===== src/sv/fbr_pkg.sv =====
// shared constants, types and codes for the mono framebuffer line rasterizer
// no dependencies; imported by every module of the block
package fbr_pkg;

    localparam int DISPLAY_WIDTH  = 128;
    localparam int DISPLAY_HEIGHT = 64;
    localparam int STORE_DEPTH    = 1024;
    localparam int ADDR_W         = $clog2(STORE_DEPTH);
    localparam int IN_W           = 12;
    localparam int COORD_W        = 14;
    localparam int DIFF_W         = 16;
    localparam int DATA_W         = 8;

    typedef logic signed [COORD_W-1:0] coord_t;
    typedef logic signed [DIFF_W-1:0]  diff_t;
    typedef logic [ADDR_W-1:0]         addr_t;
    typedef logic [DATA_W-1:0]         byte_t;

    typedef enum logic [2:0] {
        CMD_PIXEL = 3'd0,
        CMD_LINE  = 3'd1,
        CMD_RECT  = 3'd2,
        CMD_CLEAR = 3'd3,
        CMD_READ  = 3'd4
    } cmd_t;

    typedef enum logic [1:0] {
        LS_IDLE,
        LS_PREP,
        LS_RUN
    } step_state_t;

    typedef enum logic [2:0] {
        ST_CLEAR,
        ST_IDLE,
        ST_PLOT,
        ST_LINE_GO,
        ST_LINE_WAIT,
        ST_DRAIN,
        ST_READ,
        ST_READ_WAIT
    } top_state_t;

    // one pixel beat toward the read-modify-write pipeline
    typedef struct packed {
        logic   valid;
        coord_t x;
        coord_t y;
        logic   on;
    } pix_beat_t;

endpackage


===== src/sv/fbr_line_stepper.sv =====
// bresenham stepper: orients a line, then emits one pixel coordinate per cycle
// depends on fbr_pkg
module fbr_line_stepper
    import fbr_pkg::*;
(
    input  logic   clk,
    input  logic   rst_n,
    input  logic   go,
    input  coord_t ax,
    input  coord_t ay,
    input  coord_t bx,
    input  coord_t by,
    output logic   busy,
    output logic   pix_valid,
    output coord_t pix_x,
    output coord_t pix_y
);

    step_state_t state_reg, state_next;

    logic   steep_reg, steep_next;
    coord_t u_reg, u_next;
    coord_t v_reg, v_next;
    coord_t u_end_reg, u_end_next;
    coord_t v_end_reg, v_end_next;
    diff_t  dx_reg, dx_next;
    diff_t  dy_reg, dy_next;
    diff_t  err_reg, err_next;
    logic   step_neg_reg, step_neg_next;

    diff_t  go_dx, go_dy, go_adx, go_ady;
    logic   go_steep;
    logic   prep_swap;
    coord_t p_u0, p_v0, p_u1, p_v1;
    diff_t  p_dx, p_dyr;
    diff_t  run_err;

    always_comb
    begin
        go_dx    = diff_t'(bx) - diff_t'(ax);
        go_dy    = diff_t'(by) - diff_t'(ay);
        go_adx   = (go_dx < 0) ? -go_dx : go_dx;
        go_ady   = (go_dy < 0) ? -go_dy : go_dy;
        go_steep = go_ady > go_adx;

        // order the ends so the major axis runs upward
        prep_swap = u_reg > u_end_reg;
        p_u0      = prep_swap ? u_end_reg : u_reg;
        p_v0      = prep_swap ? v_end_reg : v_reg;
        p_u1      = prep_swap ? u_reg : u_end_reg;
        p_v1      = prep_swap ? v_reg : v_end_reg;
        p_dx      = diff_t'(p_u1) - diff_t'(p_u0);
        p_dyr     = diff_t'(p_v1) - diff_t'(p_v0);

        run_err   = err_reg - dy_reg;
    end

    always_ff @(posedge clk or negedge rst_n)
    begin
        if (!rst_n)
        begin
            state_reg <= LS_IDLE;
        end
        else
        begin
            state_reg <= state_next;
        end
    end

    always_comb
    begin
        state_next    = state_reg;
        steep_next    = steep_reg;
        u_next        = u_reg;
        v_next        = v_reg;
        u_end_next    = u_end_reg;
        v_end_next    = v_end_reg;
        dx_next       = dx_reg;
        dy_next       = dy_reg;
        err_next      = err_reg;
        step_neg_next = step_neg_reg;
        pix_valid     = 1'b0;
        unique case (state_reg)
            LS_IDLE:
            begin
                if (go)
                begin
                    steep_next = go_steep;
                    u_next     = go_steep ? ay : ax;
                    v_next     = go_steep ? ax : ay;
                    u_end_next = go_steep ? by : bx;
                    v_end_next = go_steep ? bx : by;
                    state_next = LS_PREP;
                end
            end
            LS_PREP:
            begin
                u_next        = p_u0;
                v_next        = p_v0;
                u_end_next    = p_u1;
                dx_next       = p_dx;
                dy_next       = (p_dyr < 0) ? -p_dyr : p_dyr;
                err_next      = p_dx >>> 1;
                step_neg_next = !(p_v0 < p_v1);
                state_next    = LS_RUN;
            end
            LS_RUN:
            begin
                pix_valid = 1'b1;
                u_next    = u_reg + coord_t'(1);
                if (run_err < 0)
                begin
                    v_next   = step_neg_reg ? v_reg - coord_t'(1) : v_reg + coord_t'(1);
                    err_next = run_err + dx_reg;
                end
                else
                begin
                    err_next = run_err;
                end
                if (u_reg == u_end_reg)
                begin
                    state_next = LS_IDLE;
                end
            end
            default:
            begin
                state_next = LS_IDLE;
            end
        endcase
    end

    always_ff @(posedge clk)
    begin
        steep_reg    <= steep_next;
        u_reg        <= u_next;
        v_reg        <= v_next;
        u_end_reg    <= u_end_next;
        v_end_reg    <= v_end_next;
        dx_reg       <= dx_next;
        dy_reg       <= dy_next;
        err_reg      <= err_next;
        step_neg_reg <= step_neg_next;
    end

    assign busy  = state_reg != LS_IDLE;
    assign pix_x = steep_reg ? v_reg : u_reg;
    assign pix_y = steep_reg ? u_reg : v_reg;

    a_go_when_idle: assert property (@(posedge clk) disable iff (!rst_n)
        go |-> state_reg == LS_IDLE)
        else $error("stepper started while busy");

    a_run_in_bounds: assert property (@(posedge clk) disable iff (!rst_n)
        state_reg == LS_RUN |-> u_reg <= u_end_reg)
        else $error("stepper ran past line end");

    a_err_range: assert property (@(posedge clk) disable iff (!rst_n)
        state_reg == LS_RUN |-> err_reg >= 0 && err_reg <= dx_reg)
        else $error("error term out of range");

endmodule


===== config.mk =====
export PLATFORM = sky130hd
export DESIGN_NAME = fbr_line_stepper
export DESIGN_NICKNAME = d
export VERILOG_FILES = /design/src/sv/fbr_pkg.sv /design/src/sv/fbr_line_stepper.sv
export SDC_FILE = /design/constraint.sdc
export NUM_CORES = 1
export LEC_CHECK = 0
export ABC_AREA = 0
export BUFFER_PORTS_ARGS = -buffer_cell sky130_fd_sc_hd__buf_2
export CAP_MARGIN = 20
export CELL_PAD_IN_SITES_DETAIL_PLACEMENT = 0
export CELL_PAD_IN_SITES_GLOBAL_PLACEMENT = 1
export CORE_ASPECT_RATIO = 0.75
export CORE_MARGIN = 8
export CORE_UTILIZATION = 40
export DETAILED_ROUTE_END_ITERATION = 10
export GPL_TIMING_DRIVEN = 0
export PLACE_DENSITY_LB_ADDON = 0.1
export SLEW_MARGIN = 20
export SYNTH_ARGS = -nofsm -noshare
export SYNTH_HDL_FRONTEND = slang
export SYNTH_SLANG_ARGS = --single-unit

===== constraint.sdc =====
create_clock -name clk -period 4.85 [get_ports clk]
set_input_delay 0.97 -clock clk [delete_from_list [all_inputs] [get_ports clk]]
set_output_delay 0.97 -clock clk [all_outputs]
set_load 0.01 [all_outputs]

==> qor.yml, run 1 <==
violations: "setup timing"
fin_nets: 1869
clockBufferDepth: 2
row_count: 56
syn_area_per_cell_um2: 8.243
die_w_um: 219.6
fill_cells: 2949
htreeDepth: 3
async_flop_share: 0.01869
synth_warnings: 0
cp_slowest_cell: "a2111oi_4"
yosysTopAreaCellShare: 0.2535
ant_nets: 0
hold_violations: 0
dp_hpwl_um: 37660
worstPathRequired_ps: 4940
die_h_um: 168.7
crit_type: "in -> reg"
grt_max_degree: 31
critical_path_arrival_ps: 5940
slew_viol_final: 0
tightestPinTransition_ps: 1261
initial_core_util: 0.4016
firstDrtPassIters: 5
final_common_cell: "nand2_1"
crit_family: "compound AO/OA/AOI/OAI gates"
numCtsBuffers: 9
setup_viol: 57
wl_um: 49440
cts_tree: "yes"
wl_per_cell_um: 23.48
clock_skew_ps: 18.76
grt_use_met3: 0.06367
regArea_um2: 3203
grt-ovfl-total: 0
n_antenna_cell: 0
hold_class: "in -> async"
clkTransAtPathRegs_ps: 80
io_buffers: 88
layout_common_cells: "nand2_1, a21oi_1, inv_1, nor2_1, edfxtp_1"
synth-seq-cells: 107
clkSinkCount: 107
cap_violations: 0
critical_path.max_stage_delay_ps: 410
ios: 89
drcViolationCount: 0
critPathLaunchType: "primary input"
die_area_um2: 37050
syn-instance-count: 1509
antenna_found_initial: 0
period_minus_slack_ps: 5843
syn_area_um2: 12440
fin_ws_ps: -993.2
ys_top_cells_by_area: "edfxtp_1, ha_1, a21oi_1, xnor2_1, mux2_2"
vias: 12450
fmax_mhz: 171.1
synth_cell_types: 83
place.gp.congestion: 0.9079
use_met1: 0.4117
grt_pass1_vias: 11509
synth-main-ff-cell: "edfxtp_1"
outcome: "finished, violations left"
busiest_layer: "met1"
tns_ps: -51580
yosysTopAreaCell: "edfxtp_1"
grt_pass1_wl_um: 72930
use_met2: 0.3527
path_common_cell: "o21a_1"
drtIter0Drc: 1356
insertion_delay_ps: 380
avgViaCountPerCell: 5.912
slew_headroom: 0.1595
finalCritPeriodShare: 1.205
cts_hold_buf: 0
rsz0062_at_grt: "true"
multi_input_area_um2: 9623
synth_edf_count: 105
critPathBufInv: 6
root_buffer: "clkbuf_16"
syn2layout_area_growth_pct: 27.36
critPathMaxFanout: 6
grtUsageTotal: 0.2603
yosysSeqAreaShare: 0.2575
layout-drive-gt1-share: 0.2535
coreArea_um2: 30970
end_kind: "flop"
==> per-stage QoR <==
step / hold slack [ps] / setup slack [ps] / utilization / area, um2 / instances
after floorplan: 496.8 / -705.1 / - / 12640 / 1510
after global placement: 536.3 / -2372 / 0.4388 / 13590 / 2004
after detailed placement: 544.1 / -2440 / 0.4409 / 13660 / 2008
after CTS: 360.8 / -921.7 / 0.4960 / 15360 / 2077
after global routing: 357.4 / -1128 / 0.5115 / 15840 / 2106
final: 369.3 / -993.2 / 0.5115 / 15840 / 2106
==> cells by family (layout without fill, tap and decap cells) <==
kind of cell	count (synthesis)	in the layout	share of synthesized area
xor gates and xnor gates	128	128	0.09134
muxes	74	74	0.06508
AOI/OAI and AO/OA	442	442	0.2252
DFF	107	107	0.2575
other	2	3	0.0006038
buffers and inverters	181	371	0.05804
adders and majority gates	128	128	0.1292
and+or+nand+nor	447	447	0.1730
==> worst reg2reg max path, cell delays in order (launching register included) <==
cell,delay (ps)
edfxtp_1,470
ha_1,340
buf_6,120
nand4_1,170
buf_4,200
nor4_4,190
nand2b_4,220
nand2_8,60
clkbuf_16,150
nor2_1,120
a21oi_2,90
ha_2,240
or3_4,390
a31oi_4,230
buf_4,150
o221ai_2,120
nand2_2,170
o221a_4,290
xor2_4,120
or4_4,510
nor4b_2,250
==> area by class of cell <==
cell class                      instances  area share
Multi-Input combinational cell       1222      0.6075
Sequential cell                       107      0.2022
Timing Repair Buffer                  178     0.08325
Tap cell                              406     0.03207
Buffer                                 61     0.03001
Inverter                              116     0.02828
Clock buffer                           12     0.01493
Clock inverter                          4    0.001817
==> routing by layer <==
layer,wire length (um),vias up
li1,-,5863
met1,24810,6036
met2,19410,516
met3,4745,35
met4,474,0
met5,0,-
==> path summary, 6_finish.rpt <==
check | slack [ps] | startpoint | to | depth (start not counted)
setup / recovery | -990 | by[0] | u_end_reg[13] | 28
hold reg to reg | 550 | state_reg[1] | state_reg[1] | 2
setup reg to reg | 80 | u_reg[8] | dy_reg[14] | 20
hold / removal | 370 | rst_n | state_reg[0] | 1
max in group asynchronous | 4380 | rst_n | state_reg[1] | 1
min in group clk | 550 | state_reg[1] | state_reg[1] | 2
==> cell usage after synthesis (all sizes together), types with 6 or more instances <==
| master | n |
|---|---|
| o21bai | 12 |
| xor2 | 56 |
| o21a | 11 |
| nor2b | 24 |
| and3 | 19 |
| a21o | 29 |
| or2 | 6 |
| a21boi | 6 |
| or3 | 7 |
| edfxtp | 105 |
| buf | 18 |
| nand2b | 22 |
| clkbuf | 47 |
| o21ai | 97 |
| and2 | 8 |
| a31oi | 20 |
| mux2i | 25 |
| o22ai | 11 |
| xnor2 | 71 |
| o221ai | 6 |
| a211oi | 29 |
| o31ai | 10 |
| o211a | 6 |
| inv | 116 |
| nor4 | 13 |
| a21oi | 148 |
| o41ai | 6 |
| nand3 | 26 |
| nor3 | 29 |
| maj3 | 13 |
| or4 | 6 |
| nor2 | 131 |
| nand2 | 136 |
| mux2 | 49 |
| nand4 | 9 |
| ha | 110 |
| o211ai | 6 |
==> what timing repair did <==
item / in CTS / in global routing
setup buffers: 47 / 32
hold endpoints to repair: 0 / 0
cloned: 9 / 1
setup endpoints to repair: 86 / 91
resized for setup: 199 / 58
pin swaps: 39 / 49
Power of run 1 is not shown: default switching activity piles up to over one toggle a cycle in this logic, so the estimate is an artifact.
==> inputs of run 2 (changes only) <==
--- a/config.mk
+++ b/config.mk
@@ -12,10 +12,11 @@
 export CELL_PAD_IN_SITES_GLOBAL_PLACEMENT = 1
 export CORE_ASPECT_RATIO = 0.75
 export CORE_MARGIN = 8
-export CORE_UTILIZATION = 40
+export CORE_UTILIZATION = 43
 export DETAILED_ROUTE_END_ITERATION = 10
 export GPL_TIMING_DRIVEN = 0
 export PLACE_DENSITY_LB_ADDON = 0.1
+export SETUP_SLACK_MARGIN = 0.02
 export SLEW_MARGIN = 20
 export SYNTH_ARGS = -nofsm -noshare
 export SYNTH_HDL_FRONTEND = slang
==> qor.yml, run 2 (synthesis results as in run 1) <==
dpl_cell_area_um2: 13640
n_antenna_cell: 0
critical_path_arrival_ps: 6020
vias: 12365
crit_type: "in -> reg"
outcome: "finished, violations left"
finalCritPeriodShare: 1.220
firstDrtPassIters: 5
period_minus_slack_ps: 5915
grt_max_degree: 31
row_count: 54
clockBufferDepth: 2
grt-ovfl-total: 0
drtIter0Drc: 1314
tightestPinTransition_ps: 1122
slew_viol_final: 0
root_buffer: "clkbuf_16"
clkSinkCount: 107
htreeDepth: 3
fin_util: 0.5433
io_buffers: 88
ant_nets: 0
layout_common_cells: "nand2_1, nor2_1, a21oi_1"
violations: "setup timing"
antenna_found_initial: 0
wl_per_cell_um: 22.66
rsz0062_at_grt: "true"
clkTransAtPathRegs_ps: 80
hold_class: "in -> async"
critPathMaxFanout: 8
worstPathRequired_ps: 4960
cap_violations: 0
grt_pass1_wl_um: 69490
die_h_um: 163.3
avgViaCountPerCell: 5.948
hold_slack_ps: 367.0
insertion_delay_ps: 370
wl_um: 47110
dp_hpwl_um: 36600
fin_nets: 1856
final_area_um2: 15640
place.gp.congestion: 0.9218
die_w_um: 212.4
drcViolationCount: 0
cts_tree: "yes"
setup_viol: 57
critPathLaunchType: "primary input"
ios: 89
clock_skew_ps: 16.58
grtUsageTotal: 0.2648
fill_cells: 2771
die_area_um2: 34680
final_common_cell: "nand2_1"
syn2layout_area_growth_pct: 25.73
tns_ps: -55720
fmax_mhz: 169.1
slew_headroom: 0.2520
grt_pass1_vias: 11330
end_kind: "flop"
numCtsBuffers: 9
layout-drive-gt1-share: 0.2353
fin_ws_ps: -1065
hold_violations: 0
coreArea_um2: 28780
initial_core_util: 0.4321
[run 2: worst paths after layout]
kind	startpoint	depth (start not counted)	endpoint	slack [ps]
max reg2reg	u_reg[8]	20	dy_reg[14]	10
max in group asynchronous	rst_n	1	state_reg[0]	4390
max	by[0]	27	u_end_reg[3]	-1060
min in group clk	state_reg[1]	2	state_reg[1]	560
min	rst_n	1	state_reg[1]	370
min reg2reg	state_reg[1]	2	state_reg[1]	560
[run 2: area by class of cell]
class | instances | area [um2] | area share
buffer | 59 | 424.2 | 0.02712
clock buffer | 11 | 232.7 | 0.01488
clock inverter | 5 | 77.57 | 0.004960
inverter | 116 | 447.9 | 0.02864
multi-input combinational | 1222 | 9530 | 0.6094
sequential | 107 | 3203 | 0.2048
tap | 392 | 490.5 | 0.03136
timing repair buffer | 167 | 1232 | 0.07881
[run 2: metal layers]
layer  vias to the layer above  track usage  part of all wire
li1                       5836            -                 -
met1                      5917       0.4237              0.51
met2                       575       0.3501              0.38
met3                        37      0.06155              0.10
met4                         0      0.04571             0.013
met5                         -            0                 0
[run 2: critical path: stages]
cell and delay [ps]:
buf_12 110, inv_12 40, ha_4 120, inv_2 30
fa_2 330, a21o_1 190, a21oi_2 210, o21ai_2 120
a2111oi_4 390, o31ai_2 160, o41ai_2 380, nand2b_4 210
a31oi_4 160, clkbuf_8 200, buf_12 140, a21oi_2 110
xor2_1 170, ha_1 260, a21o_1 220, a2111oi_4 410
nand2_1 120, o21ai_2 140, buf_6 140, clkbuf_16 160
buf_12 160, mux2i_4 260, a21oi_1 80
[run 2: through the flow]
step                setup slack, ps  instances
floorplan                    -705.1       1510
global placement              -2307       1990
detailed placement            -2336       1994
CTS                          -941.2       2057
global route                  -1266       2079
finish                        -1065       2079
[run 2: what timing repair did]
item                       in CTS  in global routing
pin swaps                      46                 37
resized for setup             141                 71
hold buffers                    0                  0
buffers inserted               44                 23
setup endpoints to repair      87                 93
cloned                          6                  3
Power of run 2 is left out for the same reason.
